==> src/rtl/ssg_ram.sv <==
// Generic single-port-write, single-port-read RAM with registered read data.
// No dependencies.
module ssg_ram #(
  parameter int W     = 8,
  parameter int DEPTH = 16
) (
  input  logic                     clk_i,
  input  logic                     we_i,
  input  logic [$clog2(DEPTH)-1:0] waddr_i,
  input  logic [W-1:0]             wdata_i,
  input  logic                     re_i,
  input  logic [$clog2(DEPTH)-1:0] raddr_i,
  output logic [W-1:0]             rdata_o
);

  logic [W-1:0] mem_q [DEPTH];
  logic [W-1:0] rdata_q;

  always_ff @(posedge clk_i) begin
    if (we_i) begin
      mem_q[waddr_i] <= wdata_i;
    end
    if (re_i) begin
      rdata_q <= mem_q[raddr_i];
    end
  end

  assign rdata_o = rdata_q;

endmodule

==> config.mk <==
export PLATFORM = sky130hd
export DESIGN_NAME = ssg_ram
export DESIGN_NICKNAME = d
export VERILOG_FILES = /design/src/rtl/ssg_ram.sv
export SDC_FILE = /design/constraint.sdc
export NUM_CORES = 1
export LEC_CHECK = 0
export CORE_MARGIN = 1
export CORE_UTILIZATION = 32
export DETAILED_ROUTE_END_ITERATION = 12
export DONT_BUFFER_PORTS = 1
export PLACE_DENSITY = 0.56
export SYNTH_ARGS = -nofsm -noshare
export SYNTH_HDL_FRONTEND = slang
export SYNTH_SLANG_ARGS = --single-unit
==> constraint.sdc <==
create_clock -name clk_i -period 1.9 [get_ports clk_i]
set_input_delay 0.095 -clock clk_i [delete_from_list [all_inputs] [get_ports clk_i]]
set_output_delay 0.095 -clock clk_i [all_outputs]
set_load 0.03 [all_outputs]
# Word level (Yosys, flattened, before mapping)
# Memory sizes are Yosys's and may differ from the RTL's. A register that Yosys moved wholly into a read port is not among the register bits.
# Cells that the tools add are included.
# word_totals
regBits	0
mem_bits_rw	128
input_bits	19
out_inout_bits	8
memories	1
# memory_table
memory	depth	word_bits	rd	rd_ports_with_merged_regs	wr	line	rtl
mem_q	16	8	1	1	1	16	logic [W-1:0] mem_q [DEPTH];
# classes
muxes	2
# op_table
operator	n
$mux W1	2

# Logic depth before layout (Yosys ltp)
# Gate-level depths: netlist of the first run.
# logic_depth
depth_word	2
depth_mapped	5
ltp_nobuf	3

# Worst setup path before layout of the first run
# OpenSTA, ideal clock, no wires.
# synth_timing
path_type	input-to-reg
start	input waddr_i[2]
end	memory mem_q[0][0], enable pin
setup_ps	383
t_arrival_ps	1205
required_time_ps	1517
path_slack_ps	312
path_stages	2
cell_sequence	or3b_2 nor3_1
# synth_lines
item	line	rtl
from (decl)	9	input logic [$clog2(DEPTH)-1:0] waddr_i,
to (decl)	16	
# Straight into the memory's write port.

==> results of run 1 <==
[worst register-to-register path, stage by stage, from the launching register on]
cell	delay, ps
edfxtp_1	360
mux4_1	520
a22oi_1	300
nand2_1	100
[per-layer routing]
| metal | vias to the layer above | routed length [um] | global-route usage |
|---|---|---|---|
| met5 | - | 0 | 0 |
| met4 | 0 | 106 | 0.04925 |
| met3 | 10 | 677 | 0.04715 |
| met2 | 75 | 4844 | 0.2035 |
| met1 | 1273 | 5061 | 0.1916 |
| li1 | 1051 | - | - |
[Yosys cell counts, drive strengths merged]
cell / number / area (sq um)
and2b: 1 / 7.510
nand2: 9 / 33.78
and2: 1 / 6.260
nand2b: 2 / 12.51
nor3: 4 / 20.02
edfxtp: 136 / 4084
nor2: 13 / 48.80
a22oi: 16 / 120.1
mux4: 32 / 773.2
clkdlybuf4s25: 3 / 30.03
or3b: 1 / 8.760
nor2b: 1 / 6.260
nand3b: 2 / 15.01
buf: 7 / 56.30
nand3: 1 / 5.000
[report_power, final]
| group | switching (uW) | leakage (uW) | internal, uW |
|---|---|---|---|
| sequential | 50.1 | 0.00124 | 3380 |
| combinational | 129 | 0.000499 | 115 |
| clock | 1140 | 0.000274 | 1900 |
| total | 1320 | 0.00201 | 5400 |
[metrics by stage]
step | cells | util | power [uW] | hold WS, ps | area (sq um)
2_1_floorplan | 229 | - | 3656 | 193.9 | 5228
3_3_place_gp | 452 | 0.3474 | 3682 | 195.1 | 5539
3_5_place_dp | 452 | 0.3474 | 3688 | 194.9 | 5539
4_1_cts | 492 | 0.3872 | 6779 | 36.46 | 6173
5_1_grt | 492 | 0.3872 | 6917 | 43.56 | 6173
6_report | 492 | 0.3872 | 6719 | 59.61 | 6173
[registers in the layout (all words and copies together) (netlist names)]
register,cells
mem_q,128
rdata_o,8
[area by class of cell]
| cell class | instances | area share |
|---|---|---|
| flip-flops and latches | 136 | 0.6615 |
| clock inverters | 11 | 0.01743 |
| repair buffers | 26 | 0.03527 |
| clock buffers | 20 | 0.07073 |
| well taps | 216 | 0.04378 |
| multi-input cells | 83 | 0.1713 |
[kinds of logic after synthesis]
family | count (synthesis)
DFF | 136
and+or+nand+nor | 35
muxes | 32
AOI/OAI and AO/OA | 16
buffers and inverters | 10
[worst min-delay path by stage]
stage	cells past startpoint	slack [ps]	end	startpoint
finish	2	60	mem_q[4][4]	waddr_i[0]
global route	2	40	mem_q[4][4]	waddr_i[0]
CTS	3	40	rdata_o[6]	raddr_i[1]
detailed placement	0	190	mem_q[6][5]	wdata_i[5]
global placement	0	200	mem_q[6][6]	wdata_i[6]
floorplan	0	190	mem_q[0][0]	wdata_i[0]
[cell usage in the layout (no fill, tap or decap), types with 2 or more instances in the layout]
cell type,instances
a22oi_1,16
mux4_2,18
nand2_1,9
mux4_1,14
clkbuf_16,17
nand2b_1,2
nor3_1,4
clkbuf_1,3
buf_4,17
nor2_1,13
clkinv_2,7
edfxtp_1,136
dlygate4sd3_1,9
bufinv_16,2
nand3b_1,2
==> metrics, run 1 <==
maximum level of the CTS H-tree 4; CP Data Required Time 2050 ps; adder-cell share of the synthesized area 0; parity-gate share of the synthesized area counting xor and xnor cells 0; Post-CTS Hold Buffers 9; relative area change from synthesis to final layout 18.09%; Fin. Hold Viols 0; area of the core 0.01594 sq mm; worst-skew pair later-pin latency 420 ps; combined area of the multi-input logic cells 0.001057 sq mm; number of setup buffers added after CTS 0; Vias 2409; Synth Area in Compound Gates 0.02298; fraction of synthesized area in multiplexers 0.1479; relative slew slack 0.5319; Rows 46; initial core utilization 0.3279; vias in the first global route 2499; sum of negative setup slack 0 ps; Total Wirelength 10690 um; clock period minus worst slack 1537 ps; Crit. End Element flop; Post-CTS Resized 0; Max Freq 0.6506 GHz; run status complete, no violations; CP Launch Point mem_q[9][2]; number of warnings reported in the yosys synthesis log 0; Reg2Reg Capture Point rdata_o[2]; number of library cell types mapped by synthesis 18; minimum setup slack in the final design 362.9 ps; first-pass GRT wire length 15900 um; RSZ-0062 raised after global routing false; Critical-path top delay cell mux4_1; Final Setup Violations 0; worst path cell trace mux4_1 > a22oi_1 > nand2_1; CTS tree built; antenna violations before repair 0; fraction of layout cells with a size suffix above 1 0.2283; Max clock buf depth 2; DR WL/cell 21.73 um; post-detailed-route via-to-cell ratio 4.896; quantity of I/O buffers inserted on ports 0; clock-pin slew on the worst setup and hold paths 50 ps; post-synthesis instance area 0.005228 sq mm; Die Area 0.01685 sq mm; clock tree root driver cell clkbuf_16; HPWL reported at the end of detailed placement 6668 um; Layout Nets 283; critical-path maximum fanout 1; WP depth 3; IO Pins 27; launch point of the worst reg-to-reg path mem_q[9][2]; gate family responsible for the most delay along the worst path multiplexers; worst slack, placed 348.2 ps; syn avg cell area 22.83 sq um; post-detailed-route count of antenna-violating nets 0; post-detailed-route DRC marker count 0; clk sink count 136; launching element type of the critical path flop; Min-Delay Path Class input port to flop; total congestion overflow after global routing 0; horizontal die dimension 129.8 um; max-cap violations 0; Syn Nets 248; leakage power of the design 0.002009 uW; power density over the cells 1088 mW/mm^2; #FFs+latches synth 136; number of inserted filler cells in the final layout 1464; violation count after the first detailed-routing iteration 228; weighted congestion reported at the end of routability-driven placement 0.6997; total track usage 0.1386; Worst Max-Slew Pin Slew 699.5 ps; timing endpoint of the critical path rdata_o[2]; number of buffers created by CTS 17; flop2flop setup slack 360 ps; number of diodes added for antenna fixing 0; Gate Count Post-Synth 229; pin count of the biggest net entering global routing 33; simple logic cell fraction of the synthesized area 0.03135; register area 0.004084 sq mm; y dimension of the die 129.8 um; combinational family with the most area after synthesis multiplexers; sequential-to-total area share from yosys stat 0.7812; Final Skew 6.989 ps; CP Buf/Inv Count 0; cell depth of the worst flop-to-flop path 3; iteration count of the initial detailed-routing pass 5; final worst-path cycle share 0.8090; Worst Path Class, Setup flop to flop; worst supply voltage drop on vdd 596.4 uV; signal arrival time at the worst endpoint 1690 ps; critical path's largest stage delay 520 ps; pins over their slew limit 0
No activity file was read; power rests on OpenSTA's default activity.
==> run 2, diff against run 1 <==
- clock period: 1.9 -> 1.5 ns (I/O delays scaled with it)
==> run 2 against run 1 <==
  * Utilization up 0.68 points
  * Clock power is 40% higher
  * Critical path depth unchanged
  * Critical endpoint is now rdata_o[4]
  * Final cell count up 0.61%
  * Worst hold slack got worse by 33 ps
  * Combinational power grew 38%
  * Largest cell class unchanged
  * Register-to-register slack worse by 320 ps
  * Global-route usage is 0.31 points higher
  * Critical path type unchanged
  * Sequential cell count did not move
  * Power increased by 33%
  * Sequential share of layout area decreased by 1.1 points
==> metrics, run 2 (synthesized netlist as in run 1, its figures left out) <==
Die Area 0.01685 sq mm (unchanged); flip-flop count of the largest register after layout 128 (unchanged); power density over the cells 1421 mW/mm^2 (+31%); weighted congestion reported at the end of routability-driven placement 0.7371 (+5.3%); pins over their slew limit 0 (unchanged); Max clock buf depth 2 (unchanged); register area 0.004084 sq mm (unchanged); max-cap violations 0 (unchanged); violation count after the first detailed-routing iteration 237 (+3.9%); Final Skew 7.844 ps (+0.8545 ps); area of the core 0.01594 sq mm (unchanged); clock tree root driver cell clkbuf_16; HPWL reported at the end of detailed placement 6359 um (-4.6%); clk sink count 136 (unchanged); launching element type of the critical path flop; Min-Delay Path Class input port to flop; hold slack final 26.94 ps (-32.68 ps); total congestion overflow after global routing 0 (unchanged); clock-pin slew on the worst setup and hold paths 50 ps (about the same); signal arrival time at the worst endpoint 1610 ps (-80 ps); Layout Nets 285 (+0.71%); number of buffers created by CTS 17 (unchanged); fraction of layout cells with a size suffix above 1 0.2616 (+0.03339); Worst Max-Slew Pin Slew 760.0 ps (+60.49 ps); final worst-path cycle share 0.9697 (+0.1607); Vias 2392 (-0.71%); Fin. Hold Viols 0 (unchanged); quantity of I/O buffers inserted on ports 0 (unchanged); first-pass GRT wire length 16000 um (+0.61%); most common cell after layout, fill and taps aside edfxtp_1; Final Setup Violations 0 (unchanged); Crit. End Element flop; relative area change from synthesis to final layout 20.18%; IO Pins 27 (unchanged); clock period minus worst slack 1455 ps (-82.54 ps); pin count of the biggest net entering global routing 33 (unchanged); DR WL/cell 21.49 um (-1.1%); antenna violations before repair 0 (unchanged); combined area of the multi-input logic cells 0.001081 sq mm (+2.2%); worst supply voltage drop on vdd 801.8 uV (+34%); run status complete, no violations; iteration count of the initial detailed-routing pass 4 (-1); sum of negative setup slack 0 ps (unchanged); post-detailed-route DRC marker count 0 (unchanged); initial core utilization 0.3279 (unchanged); CP Data Required Time 1650 ps (-400 ps); horizontal die dimension 129.8 um (unchanged); CTS tree built; Worst Path Class, Setup flop to flop; Total Wirelength 10640 um (-0.48%); Rows 46 (unchanged); leakage power of the design 0.002023 uW (+0.69%); maximum level of the CTS H-tree 4 (unchanged); total track usage 0.1416 (+0.003082); relative slew slack 0.4916 (-0.04028); worst slack, placed -65.99 ps (-414.1 ps); Max Freq 0.6875 GHz (+5.7%); number of setup buffers added after CTS 0 (unchanged); vias in the first global route 2511 (+0.48%); Largest Register mem_q; minimum setup slack in the final design 45.49 ps (-317.5 ps); critical-path maximum fanout 1 (unchanged); post-detailed-route count of antenna-violating nets 0 (unchanged); post-detailed-route via-to-cell ratio 4.832 (-1.3%); worst-skew pair later-pin latency 420 ps (about the same); RSZ-0062 raised after global routing false; y dimension of the die 129.8 um (unchanged); number of inserted filler cells in the final layout 1440 (-1.6%); Util after Layout 0.3941 (+0.006828); top library cells by usage in the layout, fill and taps aside edfxtp_1, mux4_2, clkbuf_16, buf_4, nor2_1; number of diodes added for antenna fixing 0 (unchanged)
## run 2: changes by cell type in the layout (fill, tap and decap cells not counted), moves of 3 or more
cell,previous run,this run
clkinv_1,1,5
clkinv_2,7,1
clkbuf_1,3,0
a22oi_1,16,10
a22oi_2,0,6
clkinvlp_4,0,3
mux4_1,14,11
mux4_2,18,21
## run 2: repair_timing
item	in CTS	in global routing
pin swaps	0	2
hold buffers	11	0
cloned	0	0
hold endpoints to repair	137	0
gates resized for setup	5	4
endpoints found under the setup margin	4	6
## run 2: final timing paths
| kind | startpoint | end | slack, ps | cells past startpoint |
|---|---|---|---|---|
| setup / recovery | mem_q[3][4] | rdata_o[4] | 50 | 3 |
| hold reg to reg | mem_q[8][2] | rdata_o[2] | 770 | 3 |
| hold / removal | waddr_i[1] | mem_q[0][3] | 30 | 2 |
| setup reg to reg | mem_q[3][4] | rdata_o[4] | 50 | 3 |
## run 2: routing by layer
layer	part of all wire	GRT usage	routed length [um]
met1	0.48	0.1972	5104
met2	0.44	0.1938	4685
met3	0.063	0.05289	674
met4	0.016	0.07045	173
met5	0	0	0
## run 2: critical path: stages (launching register included)
cell and delay, ps:
edfxtp_1 350, mux4_2 470, a22oi_1 250, nand2_1 120
## run 2: final cells by class
cell class	instances	area share
flip-flops and latches	136	0.6501
repair buffers	28	0.03784
clock inverters	15	0.02928
well taps	216	0.04302
multi-input cells	83	0.1721
clock buffers	17	0.06772
## run 2: where the power goes
group	total, uW	leakage (uW)	switching (uW)	internal [uW]
sequential	4340	0.00124	58.1	4290
clock	4250	0.000286	1500	2750
combinational	336	0.000501	181	155
## run 2: metrics by stage
step / cell area [sq um] / std cells / total power (uW)
final: 6282 / 495 / 8930
after global routing: 6282 / 495 / 9195
after CTS: 6271 / 495 / 9014
after detailed placement: 5544 / 452 / 4670
after global placement: 5544 / 452 / 4666
after floorplan: 5233 / 229 / 4632
==> run 3, diff against run 2 <==
- ABC_AREA: default -> 1
- clock period: 1.5 -> 1.36 ns (I/O delays scaled with it)
==> run 3 against run 2 <==
  * Non-clock buffer count increased by 7
  * Synthesized cell count rose by 140%
  * Utilization decreased by 0.75 points
  * Largest power group is now the clock network
==> metrics, run 3 <==
run status complete, no violations; signal arrival time at the worst endpoint 1330 ps (-280 ps); critical-path maximum fanout 9 (+8); HPWL reported at the end of detailed placement 8422 um (+32%); Post-CTS Hold Buffers 13 (+2); Vias 3782 (+58%); simple logic cell fraction of the synthesized area 0.2076 (+0.1762); cell depth of the worst flop-to-flop path 6 (+3); Fin. Hold Viols 0 (unchanged); RSZ-0062 raised after global routing false; clk sink count 136 (unchanged); Overall Power 10320 uW (+16%); top library cells by usage in the layout, fill and taps aside nand2_1, edfxtp_1, inv_1; number of warnings reported in the yosys synthesis log 0 (unchanged); antenna violations before repair 1 (+1); Rows 49 (+6.5%); pins over their slew limit 0 (unchanged); clock tree root driver cell clkbuf_16; clock period minus worst slack 1165 ps; power density over the cells 1487 mW/mm^2 (+4.6%); worst supply voltage drop on vdd 829.3 uV (+3.4%); post-detailed-route DRC marker count 0 (unchanged); most common cell after layout, fill and taps aside nand2_1; Layout Nets 600 (+110%); iteration count of the initial detailed-routing pass 5 (+1); Synth Area in Compound Gates 0 (-0.02298); maximum level of the CTS H-tree 4 (unchanged); Final Setup Violations 0 (unchanged); top cells by area in the synthesized netlist edfxtp_1, nand2_1, nand3_1; max-cap violations 0 (unchanged); CP Buf/Inv Count 1 (+1); Finished Layout Cells 824 (+66%); number of inserted filler cells in the final layout 1729 (+20%); relative area change from synthesis to final layout 18.77%; critical path's largest stage delay 910 ps (+440 ps); post-detailed-route count of antenna-violating nets 0 (unchanged); most common cell in the netlist nand2_1; worst path cell trace dlygate4sd3_1 > nand3_1 > nand3_1 > nand2_1; initial core utilization 0.3255 (-0.002406); Critical-path top delay cell dlygate4sd3_1; y dimension of the die 137.2 um (+5.7%); worst hold path endpoint rdata_o[4]; count of flip-flops with a built-in enable after synthesis 136 (unchanged); total congestion overflow after global routing 0 (unchanged); clock-pin slew on the worst setup and hold paths 60 ps (about the same); weighted congestion reported at the end of routability-driven placement 0.7588 (+2.9%); sum of negative setup slack 0 ps (unchanged); leakage power of the design 0.002922 uW (+44%); Crit. End Element flop; number of buffers created by CTS 17 (unchanged); Post-CTS Resized 0 (-5); launch point of the worst reg-to-reg path mem_q[7][6]; number of instances in the placed design 778 (+72%); launching element type of the critical path input port; most repeated library cell on the critical path nand3_1; post-detailed-route via-to-cell ratio 4.590 (-5.0%); number of cells on the worst hold path 3 (+1); number of setup buffers added after CTS 0 (unchanged); fraction of layout cells with a size suffix above 1 0.08249 (-0.1792); fraction of synthesized area in multiplexers 0 (-0.1479); Min-Delay Path Class input port to flop; adder-cell share of the synthesized area 0 (unchanged); number of library cell types mapped by synthesis 11 (-7); Max Freq 0.8581 GHz; Gate Count Post-Synth 551 (+140%); relative slew slack 0.5182 (+0.02656); pin count of the biggest net entering global routing 66 (+100%); Worst Max-Slew Pin Slew 720.3 ps (-39.71 ps); syn avg cell area 10.61 sq um (-54%); dominant register cell in the synthesized netlist edfxtp_1; IO Pins 27 (unchanged); Largest Register mem_q; sequential-to-total area share from yosys stat 0.6985 (-0.08275); Synth top cells by count nand2_1, edfxtp_1, inv_1, nand3_1, nor2_1; total track usage 0.1630 (+0.02137); top cell type by total area after synthesis edfxtp_1; violation count after the first detailed-routing iteration 289 (+22%); final worst-path cycle share 0.8569; Final Skew 3.632 ps (-4.211 ps); first-pass GRT wire length 21470 um (+34%); horizontal die dimension 137.2 um (+5.7%); parity-gate share of the synthesized area counting xor and xnor cells 0 (unchanged); post-synth top area share 0.6985 (-0.08275); vias in the first global route 3688 (+47%); post-synthesis instance area 0.005847 sq mm (+12%); Total Wirelength 13980 um (+31%); combinational family with the most area after synthesis simple AND/OR/NAND/NOR gates; gate family responsible for the most delay along the worst path buffers and inverters; flip-flop count of the largest register after layout 128 (unchanged); worst-skew pair later-pin latency 410 ps (about the same); flop2flop setup slack 220 ps (+170 ps); DR WL/cell 16.96 um (-21%); Max clock buf depth 2 (unchanged); Reg2Reg Capture Point rdata_o[6]; Die Area 0.01882 sq mm (+12%); quantity of I/O buffers inserted on ports 0 (unchanged); area of the core 0.01796 sq mm (+13%); Syn Nets 570 (+130%); Worst Path Class, Setup input port to flop; #FFs+latches synth 136 (unchanged); CP Data Required Time 1520 ps (-130 ps); fraction of registers with async set or reset after synthesis 0 (unchanged); WP depth 4 (+1); Worst Hold Launch raddr_i[2]; CTS tree built
==> run 3: how the worst max path moves through the flow <==
stage,from,endpoint,slack [ps]
floorplan,waddr_i[2],mem_q[10][0],340
global placement,raddr_i[0],rdata_o[1],220
detailed placement,raddr_i[0],rdata_o[1],230
CTS,mem_q[7][6],rdata_o[6],230
global route,mem_q[7][6],rdata_o[6],140
finish,raddr_i[2],rdata_o[7],190
==> run 3: logic make-up (layout without fill, tap and decap cells) <==
family	after synthesis	count (layout)
buf+inv	126	169
flops	136	136
simple gates	289	289
other cells	0	1
==> run 3: cell type report <==
class	instances	area, sq um	share of cell area
Clock inverter	11	201.4	0.02901
Sequential cell	136	4084	0.5881
Clock buffer	21	440.4	0.06342
Inverter	102	382.9	0.05514
Timing Repair Buffer	35	332.8	0.04793
Tap cell	229	286.5	0.04126
Antenna cell	1	2.502	0.0003604
Multi-Input combinational cell	289	1214	0.1748
==> run 3: per-layer routing <==
| layer | wire length (um) | vias up | GRT usage |
|---|---|---|---|
| met5 | 0 | - | 0 |
| met4 | 187 | 0 | 0.05983 |
| met3 | 649 | 15 | 0.03790 |
| met2 | 6649 | 83 | 0.2553 |
| met1 | 6492 | 1842 | 0.2202 |
| li1 | - | 1842 | - |
==> run 3: worst min-delay path: stages <==
cell     delay [ps]
nand3_1         100
nand3_1         100
nand2_1          60
==> run 3: where the power goes <==
part	total (uW)	internal, uW	switching, uW
combinational	502	169	333
clock	5020	3410	1610
sequential	4800	4730	70.7
==> run 3: metrics by stage <==
step | hold WS, ps | area, sq um | util | worst slack (ps)
floorplan | 166.9 | 5847 | - | 341.2
global placement | 168.9 | 6170 | 0.3435 | 223.9
detailed placement | 168.5 | 6170 | 0.3435 | 234.6
CTS | 1.950 | 6942 | 0.3864 | 225.7
global route | 31.18 | 6944 | 0.3866 | 137.6
finish | 23.47 | 6944 | 0.3866 | 194.7
